`src/cbct_pkg.sv`:
```
// types, widths and field offsets for the circle/box collision test
`timescale 1ns / 1ps
package cbct_pkg;

  localparam int COORD_BITS = 16;

  localparam int KIND_W  = 2;
  localparam int LEN_W   = COORD_BITS - 1;  // radius, width, height
  localparam int DC_W    = COORD_BITS + 1;  // doubled coordinate
  localparam int RAD_W   = COORD_BITS;      // doubled radius
  localparam int LIM_W   = COORD_BITS + 1;  // sum of two doubled radii
  localparam int EDGE_W  = COORD_BITS + 2;  // box edge, centre difference
  localparam int BAND_W  = COORD_BITS + 3;  // edge widened by a radius
  localparam int OP_W    = COORD_BITS + 2;  // distance operand
  localparam int SQ_W    = 2 * OP_W;        // square and sum of squares

  localparam int NUM_STAGES = 5;

  // input stream layout
  localparam int IN_TUSER_W = 2 * KIND_W;
  localparam int SHAPE_BITS = 2 * COORD_BITS + 3 * LEN_W;
  localparam int IN_BITS    = 2 * SHAPE_BITS;
  localparam int IN_TDATA_W = ((IN_BITS + 7) / 8) * 8;
  localparam int A_OFS      = 0;
  localparam int B_OFS      = SHAPE_BITS;
  localparam int X_OFS      = 0;
  localparam int Y_OFS      = COORD_BITS;
  localparam int R_OFS      = 2 * COORD_BITS;
  localparam int W_OFS      = 2 * COORD_BITS + LEN_W;
  localparam int H_OFS      = 2 * COORD_BITS + 2 * LEN_W;

  localparam int OUT_TDATA_W = 8;

  typedef enum logic [KIND_W-1:0] {
    KIND_NONE   = 2'd0,
    KIND_CIRCLE = 2'd1,
    KIND_BOX    = 2'd2
  } kind_e;

  typedef enum logic [1:0] {
    MODE_NONE,
    MODE_CC,
    MODE_CB,
    MODE_BB
  } mode_e;

  // last member sits in the lowest bits, so x lands at bit 0 of the slice
  typedef struct packed {
    logic [LEN_W-1:0]             height;
    logic [LEN_W-1:0]             width;
    logic [LEN_W-1:0]             radius;
    logic signed [COORD_BITS-1:0] y;
    logic signed [COORD_BITS-1:0] x;
  } shape_t;

  // first stage: differences and box edges
  typedef struct packed {
    mode_e                    mode;
    logic                     bb_hit;
    logic signed [OP_W-1:0]   dx;
    logic signed [OP_W-1:0]   dy;
    logic [LIM_W-1:0]         lim;
    logic signed [DC_W-1:0]   cx;
    logic signed [DC_W-1:0]   cy;
    logic [RAD_W-1:0]         r;
    logic signed [EDGE_W-1:0] left;
    logic signed [EDGE_W-1:0] right;
    logic signed [EDGE_W-1:0] top;
    logic signed [EDGE_W-1:0] bottom;
  } setup_t;

  // second stage: band and corner region flags
  typedef struct packed {
    setup_t s;
    logic   band;
    logic   lt_l;
    logic   gt_r;
    logic   lt_t;
    logic   gt_b;
  } region_t;

  // third stage: operands of the distance compare
  typedef struct packed {
    logic                   need_dist;
    logic                   direct;
    logic signed [OP_W-1:0] u;
    logic signed [OP_W-1:0] v;
    logic [LIM_W-1:0]       lim;
  } operand_t;

  // fourth stage: squares
  typedef struct packed {
    logic                 need_dist;
    logic                 direct;
    logic [SQ_W-1:0]      sq_u;
    logic [SQ_W-1:0]      sq_v;
    logic [2*LIM_W-1:0]   sq_lim;
  } square_t;

endpackage

```
`src/cbct_setup.sv`:
```
// stage one: case decode, doubled coordinates, box edges and box/box test
`timescale 1ns / 1ps
module cbct_setup import cbct_pkg::*; (
  input  logic                clk_i,
  input  logic                en_i,
  input  logic [KIND_W-1:0]   kind_a_i,
  input  logic [KIND_W-1:0]   kind_b_i,
  input  shape_t              a_i,
  input  shape_t              b_i,
  output setup_t              s1_o
);

  logic signed [DC_W-1:0]   ax2, ay2, bx2, by2;
  logic [RAD_W-1:0]         ar2, br2;
  logic signed [EDGE_W-1:0] aw_e, ah_e, bw_e, bh_e;
  logic signed [EDGE_W-1:0] a_lo_x, a_hi_x, a_lo_y, a_hi_y;
  logic signed [EDGE_W-1:0] b_lo_x, b_hi_x, b_lo_y, b_hi_y;
  logic                     swap;
  setup_t                   s1_d, s1_q;

  // doubling keeps the box half sizes exact
  assign ax2 = {a_i.x, 1'b0};
  assign ay2 = {a_i.y, 1'b0};
  assign bx2 = {b_i.x, 1'b0};
  assign by2 = {b_i.y, 1'b0};
  assign ar2 = {a_i.radius, 1'b0};
  assign br2 = {b_i.radius, 1'b0};
  assign aw_e = EDGE_W'(a_i.width);
  assign ah_e = EDGE_W'(a_i.height);
  assign bw_e = EDGE_W'(b_i.width);
  assign bh_e = EDGE_W'(b_i.height);

  assign a_lo_x = EDGE_W'(ax2) - aw_e;
  assign a_hi_x = EDGE_W'(ax2) + aw_e;
  assign a_lo_y = EDGE_W'(ay2) - ah_e;
  assign a_hi_y = EDGE_W'(ay2) + ah_e;
  assign b_lo_x = EDGE_W'(bx2) - bw_e;
  assign b_hi_x = EDGE_W'(bx2) + bw_e;
  assign b_lo_y = EDGE_W'(by2) - bh_e;
  assign b_hi_y = EDGE_W'(by2) + bh_e;

  always_comb begin
    s1_d.mode = MODE_NONE;
    swap      = 1'b0;
    if (kind_a_i == KIND_CIRCLE && kind_b_i == KIND_CIRCLE) begin
      s1_d.mode = MODE_CC;
    end else if (kind_a_i == KIND_CIRCLE && kind_b_i == KIND_BOX) begin
      s1_d.mode = MODE_CB;
    end else if (kind_a_i == KIND_BOX && kind_b_i == KIND_CIRCLE) begin
      s1_d.mode = MODE_CB;
      swap      = 1'b1;
    end else if (kind_a_i == KIND_BOX && kind_b_i == KIND_BOX) begin
      s1_d.mode = MODE_BB;
    end

    s1_d.bb_hit = (b_lo_x < a_hi_x) && (a_lo_x < b_hi_x) &&
                  (b_lo_y < a_hi_y) && (a_lo_y < b_hi_y);
    s1_d.dx  = EDGE_W'(ax2) - EDGE_W'(bx2);
    s1_d.dy  = EDGE_W'(ay2) - EDGE_W'(by2);
    s1_d.lim = LIM_W'(ar2) + LIM_W'(br2);

    // circle in cx/cy/r, box as edges, whichever side each came in on
    if (swap) begin
      s1_d.cx     = bx2;
      s1_d.cy     = by2;
      s1_d.r      = br2;
      s1_d.left   = a_lo_x;
      s1_d.right  = a_hi_x;
      s1_d.top    = a_lo_y;
      s1_d.bottom = a_hi_y;
    end else begin
      s1_d.cx     = ax2;
      s1_d.cy     = ay2;
      s1_d.r      = ar2;
      s1_d.left   = b_lo_x;
      s1_d.right  = b_hi_x;
      s1_d.top    = b_lo_y;
      s1_d.bottom = b_hi_y;
    end
  end

  always_ff @(posedge clk_i) begin
    if (en_i) begin
      s1_q <= s1_d;
    end
  end

  assign s1_o = s1_q;

endmodule

```
`config.mk`:
```
export PLATFORM = sky130hd
export DESIGN_NAME = cbct_setup
export DESIGN_NICKNAME = d
export VERILOG_FILES = /design/src/cbct_pkg.sv /design/src/cbct_setup.sv
export SDC_FILE = /design/constraint.sdc
export NUM_CORES = 1
export LEC_CHECK = 0
export ABC_AREA = 0
export BUFFER_PORTS_ARGS = -buffer_cell sky130_fd_sc_hd__clkbuf_2
export CAP_MARGIN = 20
export CELL_PAD_IN_SITES_DETAIL_PLACEMENT = 0
export CELL_PAD_IN_SITES_GLOBAL_PLACEMENT = 2
export CORE_MARGIN = 2
export CORE_UTILIZATION = 34
export DETAILED_ROUTE_END_ITERATION = 10
export PLACE_DENSITY_LB_ADDON = 0.08
export SLEW_MARGIN = 15
export SYNTH_ARGS = -nofsm -noshare
export SYNTH_HDL_FRONTEND = slang
export SYNTH_SLANG_ARGS = --single-unit
```
`constraint.sdc`:
```
create_clock -name clk_i -period 5.4 [get_ports clk_i]
set_input_delay 1.08 -clock clk_i [delete_from_list [all_inputs] [get_ports clk_i]]
set_output_delay 1.08 -clock clk_i [all_outputs]
set_load 0.02 [all_outputs]
```
; Yosys cells after proc, flatten, opt, wreduce, memory -nomap -nowiden
; Cells that the tools add are included.
[word_totals]
ff_bits = 178
latch_bits = 0
ram_bits = 0
mem_bits_ro = 0
inputBits = 160
out_inout_bits = 178
wordCells = 45
memories = 0
[classes]
n_addsub = 11
multipliers = 0
div = 0
n_lt_le_gt_ge = 4
n_eq_ne = 4
shifts = 0
muxes = 7
bitwise_logic = 0
reduce_logical = 7
[ops]
columns = cell, count
row1 = two-way mux 122 bit, 1
row2 = adder 17 x 16 -> 18 bit, 4
row3 = less-than comparator 18 bit, 4
row4 = subtractor 17 x 16 -> 18 bit, 4
row5 = subtractor 17 x 17 -> 18 bit, 2
row6 = adder 16 x 16 -> 17 bit, 1
row7 = logical AND 1 bit, 7
row8 = two-way mux 2 bit, 3
row9 = "== test 2 x 1 -> 1 bit, second input constant", 2
row10 = "== test 2 bit, second input constant", 2
row11 = two-way mux 1 bit, 3

; Longest topological paths before layout
; Gate-level depths: netlist of run 1.
[logic_depth]
depth_word = 6
depth_mapped = 18
ltp_nobuf = 17

; Worst setup path after synthesis of run 1
; Ideal clock, no wire load.
[synth_timing]
path_kind = input to register
startpoint = input a_i[0] (netlist bit)
endpoint = register s1_q (netlist bit s1_o[175]) (data pin)
setup_ns = 0.133
t_arrival_ns = 4.025
required_time_ns = 5.267
setup_slack_ns = 1.242
stages = 17
n_path_buf = 0
path_cell_list = ha_1 -> inv_1 -> fa_1 -> nor3_1 -> nor4_1 -> o41ai_2 -> a2111oi_0 -> a31oi_1 -> o211ai_1 -> ha_1 -> a21oi_1 -> nor2b_1 -> o21ai_0 -> a21oi_1 -> a2111oi_0 -> mux2_2 -> and4_1
[synth_rtl]
columns = element, line
row1 = "start, declared", cbct_setup.sv:8  ; input shape_t a_i,
row2 = "end signal, assigned", cbct_setup.sv:84  ; s1_q <= s1_d;
row3 = "end, declared", cbct_setup.sv:19  ; setup_t s1_d, s1_q;

==> flow_summary.json, run 1 <==
{
  "worstMarginPinSlew_ps": 920,
  "cts_sinks": 170,
  "synthArstFlopShare_pct": 0,
  "setup_viol": 0,
  "slew_headroom_pct": 38.7,
  "synth_common_cells": "ha_1, edfxtp_1, inv_1",
  "grt_first_pass_wirelength_mm": 75.0,
  "synth-edff-count": 170,
  "grt_max_degree": 94,
  "p_leak_uw": 0.00854,
  "dp_slack_ps": 347,
  "numCtsBuffers": 17,
  "yosysMostFrequentCell": "ha_1",
  "largest_reg_flops": 170,
  "multi_input_area_mm2": 0.00992,
  "worstSetupPathType": "in -> reg",
  "worstPathMaxFanout": 5,
  "grt_usage_pct": 20.6,
  "ant_nets": 0,
  "drc": 0,
  "synthCells": 1741,
  "cap_violations": 0,
  "synth_area_leaders": "edfxtp_1, ha_1, xnor2_1",
  "antenna_cells": 0,
  "critPathCapture": "s1_o[175]",
  "drv_slew": 0,
  "antenna_found_initial": 1,
  "yosys.area.top_type_share_pct": 32.1,
  "arrival_ps": 4970,
  "syn-cell-area_mm2": 0.0159,
  "ios": 338,
  "fp.coreArea_mm2": 0.0464,
  "cp-startpoint": "b_i[64]",
  "cts_setup_buffers": 0,
  "fill_cells": 4842,
  "wl_mm": 50.2,
  "worstPathRequired_ps": 5750,
  "status": "completed",
  "fin_crit_ps": 4620,
  "htreeDepth": 4,
  "syn_area_per_cell_um2": 9.12,
  "cts_resized": 0,
  "dieArea_mm2": 0.0484,
  "peakVddDrop_mv": 0.172,
  "cts_hold_buffers": 0,
  "setup.worst_path.start_class": "input port",
  "ys.flop_type": "edfxtp_1",
  "dr_total_vias": 13600,
  "nNetsFinal": 2437,
  "cts.path.max_buffers": 2,
  "clk_pin_slew_ps": 70,
  "synth_top_area_cell": "edfxtp_1",
  "grt_overflow_total": 0,
  "grt_pass1_vias": 12800,
  "rsz0062_at_grt": "no",
  "initial_core_util_pct": 34.3,
  "clockRootBuffer": "clkbuf_16",
  "synth_seq_cells": 170,
  "syn_to_final_growth_pct": 18.1,
  "seq_area_mm2": 0.00510,
  "fin_crit_sh_pct": 85.5,
  "die_y_um": 220,
  "fmax_mhz": 217,
  "dp_hpwl_mm": 40.9,
  "holdCritPathClass": "in -> reg",
  "cts_tree": "yes",
  "drt_iter0_drc": 914,
  "worstSetupEndpointType": "flop",
  "yosysUniqueCellTypes": 64,
  "hold_depth": 3,
  "yosysWarnings": 0,
  "p_per_area_mw_per_mm2": 278,
  "io_buffers": 331,
  "die_w_um": 220,
  "placementRows": 79,
  "avgViaCountPerCell": 5.10,
  "final.setup.worst_slack_ps": 784,
  "hold_viol": 0,
  "wire_per_inst_um": 18.9,
  "ys_seq_area_share_pct": 32.1,
  "dr.pass1.iters": 5,
  "setup-tns-final_ps": 0,
  "gp_congestion": 0.888,
  "drive_gt1_share_pct": 20.0
}
worst min-delay path by stage:
| stage | start | endpoint | slack [ps] |
|---|---|---|---|
| global placement | b_i[37] | s1_o[78] | 1370 |
| floorplan | en_i | s1_o[100] | 1190 |
| global route | a_i[39] | s1_o[80] | 870 |
| finish | b_i[41] | s1_o[82] | 890 |
| detailed placement | b_i[43] | s1_o[84] | 1370 |
| CTS | b_i[43] | s1_o[84] | 830 |
per-stage QoR:
step                      instances  instance area (um^2)  hold slack [ps]  total power [uW]  util (%)
after floorplan                1746                 15900             1190              3180         -
after global routing           2659                 18700              866              5570      40.4
after CTS                      2659                 18700              832              5290      40.4
after detailed placement       2627                 18100             1370              3910      39.1
final                          2659                 18700              886              5220      40.4
after global placement         2627                 18100             1370              3910      39.1
cells by family (layout without fill, tap and decap cells):
kind of cell | count (synthesis) | count (layout) | synth area share (%)
AO/OA/AOI/OAI | 432 | 432 | 17.6
XOR/XNOR | 140 | 140 | 7.72
adder cells (fa/ha/maj) | 238 | 238 | 19.3
buffers and inverters | 225 | 531 | 5.55
flip-flops | 170 | 170 | 32.1
multiplexers | 57 | 57 | 3.76
other | 1 | 6 | 0.0236
AND/OR/NAND/NOR | 478 | 478 | 13.9
worst max-delay path, stage by stage:
cell and delay (ps):
clkbuf_2 110, inv_1 70, ha_1 340, nor2b_1 180, o31a_1 280, o31a_1 320, o41ai_4 440, a211oi_1 220
o21ai_0 300, nand2_1 110, ha_1 310, nand4_1 180, nor2_1 150, nor2_1 50, a31oi_1 190, mux2i_1 380
and4_1 230
cells in the final DEF (no fill, tap or decap), types with 7 or more instances in the layout:
cell type / n
xnor2_1: 109
nor4_1: 7
mux2i_1: 36
mux2_2: 21
a211oi_1: 14
fa_1: 11
a21o_1: 30
edfxtp_1: 170
a211o_1: 7
nor2_1: 141
buf_4: 9
inv_1: 158
ha_1: 227
or2_2: 7
o31ai_1: 20
and3_1: 12
o2111ai_1: 9
nand2b_1: 30
a21oi_1: 115
xor2_1: 31
nand2_1: 154
o21bai_1: 25
clkbuf_16: 17
a2111oi_0: 9
nor3_1: 32
o21a_1: 16
nor2b_1: 38
o211ai_1: 12
a31oi_1: 21
clkbuf_2: 330
o21ai_0: 102
nand4_1: 12
nand3_1: 20
power by group:
part	total (uW)	switching [uW]	internal, uW
Clock	1330	598	736
Combinational	2140	1330	806
Sequential	1740	56.2	1690
Total	5220	1990	3230
final cells by class:
cell class	count	area share [%]
timing repair buffer	341	9.34
multi-input combinational	1351	52.9
sequential	170	27.2
clock inverter	15	1.02
tap	607	4.05
clock buffer	17	2.27
inverter	158	3.16
metal layers:
metal	vias to the layer above	global-route usage [%]	routed length, um
met2	346	31.5	22300
met1	6374	28.9	23900
met3	34	5.24	3320
met4	2	5.08	627
met5	-	0	16
li1	6800	-	-
Power figures use the tool's default switching activity.
==> run 2: changes to the inputs <==
- PLACE_DENSITY: default -> 0.83
- PLACE_DENSITY_LB_ADDON: 0.08 -> default
==> run 2 against run 1 <==
Power rose by 0.62%. Largest cell class unchanged. Highest routed layer is now met4. Largest power group unchanged. Clock power barely moved. Die area stayed put. Setup slack got worse by 53 ps. Combinational power hardly changed. Count of clock-buffer cells in the layout unchanged.
==> flow_summary.json, run 2 (same netlist as run 1, synthesis figures left out) <==
{
  "final_common_cell": "clkbuf_2",
  "fin_crit_sh_pct": 86.5,
  "clk_pin_slew_ps": 70,
  "largest_reg_flops": 170,
  "worstSetupPathType": "in -> reg",
  "drc": 0,
  "grt_usage_pct": 20.6,
  "wl_mm": 50.3,
  "fin_total_pwr_uw": 5250,
  "worstPathRequired_ps": 5750,
  "antenna_cells": 0,
  "worstMarginPinSlew_ps": 1060,
  "numCtsBuffers": 17,
  "dp_hpwl_mm": 40.8,
  "cts_resized": 0,
  "worstPathMaxFanout": 4,
  "dr.pass1.iters": 6,
  "rsz0062_at_grt": "no",
  "setup.worst_path.start_class": "input port",
  "cts_sinks": 170,
  "drive_gt1_share_pct": 19.9,
  "p_leak_uw": 0.00855,
  "grt_first_pass_wirelength_mm": 75.7,
  "clockRootBuffer": "clkbuf_16",
  "drv_slew": 0,
  "cts_setup_buffers": 0,
  "setup-tns-final_ps": 0,
  "die_w_um": 220,
  "cpPeakStageDelay_ps": 600,
  "fp.coreArea_mm2": 0.0464,
  "placementRows": 79,
  "holdCritPathClass": "in -> reg",
  "grt_overflow_total": 0,
  "setup_viol": 0,
  "dieArea_mm2": 0.0484,
  "ant_nets": 0,
  "avgViaCountPerCell": 5.14,
  "die_y_um": 220,
  "hold_viol": 0,
  "ios": 338,
  "peakVddDrop_mv": 0.231,
  "slew_headroom_pct": 29.5,
  "cap_violations": 0,
  "p_per_area_mw_per_mm2": 280,
  "grt_max_degree": 102,
  "cp_slowest_cell": "o31ai_1",
  "status": "completed",
  "wire_per_inst_um": 18.9,
  "drt_iter0_drc": 961,
  "fin_crit_ps": 4670,
  "crit_chain": "clkbuf_2 -> inv_1 -> ha_1 -> nor2b_1 -> o31a_1 -> o31ai_1 -> a22o_1 -> o211ai_1 -> xnor2_1 -> ha_1 -> a21o_1 -> a21oi_1 -> a21oi_1 -> o2111ai_1 -> a31oi_1 -> a211oi_1 -> and4_1",
  "worstSetupEndpointType": "flop",
  "arrival_ps": 5020,
  "mostFrequentLayoutCells": "clkbuf_2, ha_1, edfxtp_1",
  "cts.path.max_buffers": 2,
  "grt_pass1_vias": 13000,
  "antenna_found_initial": 1,
  "fmax_mhz": 214,
  "cts_tree": "yes",
  "htreeDepth": 4,
  "nNetsFinal": 2437,
  "cts_hold_buffers": 0,
  "io_buffers": 331,
  "dr_total_vias": 13700,
  "syn_to_final_growth_pct": 18.1,
  "gp_congestion": 0.895,
  "initial_core_util_pct": 34.3
}
[run 2: per-layer routing]
layer	up-vias	GRT usage [%]	wire, um
met2	389	32.0	22500
met3	36	4.38	3010
met1	6445	29.0	24000
met5	-	0	0
met4	0	5.28	729
li1	6804	-	-
[run 2: cell type report]
cell class / instances / area (um^2)
sequential: 170 / 5100
inverter: 158 / 593
multi-input combinational: 1351 / 9920
fill: 4689 / 27600
clock inverter: 15 / 199
clock buffer: 17 / 425
timing repair buffer: 341 / 1750
tap: 607 / 759
[run 2: metrics by stage]
step / area [um^2] / utilization [%] / std cells / hold slack, ps / setup WS (ps)
global placement: 18100 / 39.1 / 2627 / 1370 / 366
finish: 18800 / 40.5 / 2659 / 892 / 730
CTS: 18800 / 40.5 / 2659 / 842 / 837
global route: 18800 / 40.5 / 2659 / 872 / 453
floorplan: 15900 / - / 1746 / 1190 / 1240
detailed placement: 18100 / 39.1 / 2627 / 1380 / 335
[run 2: worst max-delay path: cells and delay by family]
family                   cells  cell delay (ps)
AO/OA/AOI/OAI               10             2490
adder cells (fa/ha/maj)      2              600
AND/OR/NAND/NOR              2              380
XOR/XNOR                     1              260
buffers and inverters        2              180
[run 2: final timing paths]
path              startpoint   endpoint  slack, ps  cells after the start
hold / removal       b_i[46]   s1_o[87]        890                      3
setup / recovery     a_i[63]  s1_o[175]        730                     17
[run 2: power by group]
group	leakage [uW]	total (uW)	switching [uW]	internal, uW
registers	0.00166	1750	59.2	1690
clock network	0.000300	1360	583	774
logic	0.00658	2140	1340	807
==> run 3: changes to the inputs <==
- CORE_MARGIN: 2 -> default
==> run 3 against run 2 <==
Power is 1.5% lower. Highest routed layer unchanged. Clock power is 6% lower. Largest power group unchanged. Count of clock-buffer cells in the layout is 1 higher.
==> flow_summary.json, run 3 (same netlist as run 1, synthesis figures left out) <==
{
  "ant_nets": 0,
  "mostFrequentLayoutCells": "clkbuf_2, ha_1, edfxtp_1",
  "fin_crit_sh_pct": 88.1,
  "cts_resized": 0,
  "grt_first_pass_wirelength_mm": 75.6,
  "critPathBufInv": 1,
  "fin_crit_ps": 4760,
  "fp.coreArea_mm2": 0.0457,
  "cts_sinks": 170,
  "drt_iter0_drc": 1057,
  "rsz0062_at_grt": "no",
  "clk_pin_slew_ps": 70,
  "syn_to_final_growth_pct": 17.8,
  "drc": 0,
  "cts.path.max_buffers": 2,
  "initial_core_util_pct": 34.8,
  "crit_family": "compound AO/OA/AOI/OAI gates",
  "p_leak_uw": 0.00853,
  "wire_per_inst_um": 18.7,
  "worstPathRequired_ps": 5640,
  "setup-tns-final_ps": 0,
  "peakVddDrop_mv": 0.181,
  "avgViaCountPerCell": 5.17,
  "largest_reg_flops": 170,
  "worstPathMaxFanout": 6,
  "final_common_cell": "clkbuf_2",
  "grt_pass1_vias": 13100,
  "cap_violations": 0,
  "cts_hold_buffers": 0,
  "cts_setup_buffers": 0,
  "status": "completed",
  "grt_usage_pct": 21.0,
  "setup_viol": 0,
  "io_buffers": 331,
  "worstSetupPathType": "in -> reg",
  "final.setup.worst_slack_ps": 643,
  "die_w_um": 218,
  "setup.worst_path.start_class": "input port",
  "clockRootBuffer": "clkbuf_16",
  "grt_overflow_total": 0,
  "worstMarginPinSlew_ps": 1020,
  "holdCritPathClass": "in -> reg",
  "slew_headroom_pct": 31.8,
  "drv_slew": 0,
  "placementRows": 78,
  "hold_viol": 0,
  "cpPeakStageDelay_ps": 640,
  "postLayoutCoreUtil_pct": 41.0,
  "arrival_ps": 5000,
  "gp_congestion": 0.908,
  "worstSetupEndpointType": "flop",
  "hold_ws_ps": 889,
  "antenna_found_initial": 0,
  "fill_cells": 4637,
  "dp_hpwl_mm": 40.5,
  "drive_gt1_share_pct": 19.8,
  "dr.pass1.iters": 5,
  "cts_tree": "yes",
  "fmax_mhz": 210,
  "grt_max_degree": 100,
  "dieArea_mm2": 0.0476,
  "nNetsFinal": 2438,
  "numCtsBuffers": 17,
  "cp_slowest_cell": "a211oi_1",
  "p_per_area_mw_per_mm2": 276,
  "dp_slack_ps": 309,
  "antenna_cells": 0,
  "dr_total_vias": 13700,
  "htreeDepth": 4,
  "crit_chain": "clkbuf_2 -> ha_1 -> nor2_1 -> o211ai_1 -> a211oi_1 -> o41ai_1 -> o31ai_1 -> xnor2_1 -> ha_1 -> a31oi_1 -> a21oi_1 -> o2111ai_1 -> a31oi_1 -> a211oi_1 -> and4_1",
  "die_y_um": 218,
  "ios": 338,
  "wl_mm": 49.7
}
-- run 3: stage by stage --
step                      total power (uW)  std cells  area [um^2]
after floorplan                       3180       1746        15900
after global routing                  5500       2651        18700
after detailed placement              3900       2621        18100
after CTS                             5230       2651        18700
after global placement                3890       2621        18100
final                                 5170       2651        18700
-- run 3: where the power goes --
part / leakage [uW] / switching [uW] / internal [uW] / total, uW
clock network: 0.000283 / 565 / 719 / 1280
registers: 0.00166 / 60.5 / 1690 / 1750
logic: 0.00659 / 1330 / 806 / 2130
total: 0.00853 / 1950 / 3210 / 5170
-- run 3: layout make-up --
type | instances | area [um^2] | area share, %
multi-input cells | 1351 | 9920 | 53.0
flip-flops and latches | 170 | 5100 | 27.3
repair buffers | 342 | 1760 | 9.40
well taps | 600 | 751 | 4.01
inverters | 158 | 593 | 3.17
clock buffers | 18 | 429 | 2.29
clock inverters | 12 | 151 | 0.809
-- run 3: final timing paths --
check / from / to / cells past startpoint
setup / recovery: b_i[20] / s1_o[175] / 15
hold / removal: b_i[41] / s1_o[82] / 3
-- run 3: metal layers --
layer / GRT usage [%] / part of all wire, % / vias to the layer above / routed length, um
met3: 4.27 / 6.3 / 45 / 3110
met5: 0 / 0 / - / 0
met1: 29.5 / 47 / 6404 / 23500
met4: 6.48 / 2.0 / 0 / 978
met2: 32.2 / 44 / 446 / 22100
li1: - / - / 6813 / -
-- run 3: worst min-delay path, stage by stage --
cell and delay, ps:
clkbuf_2 90, nand2_1 50, nand2_1 50
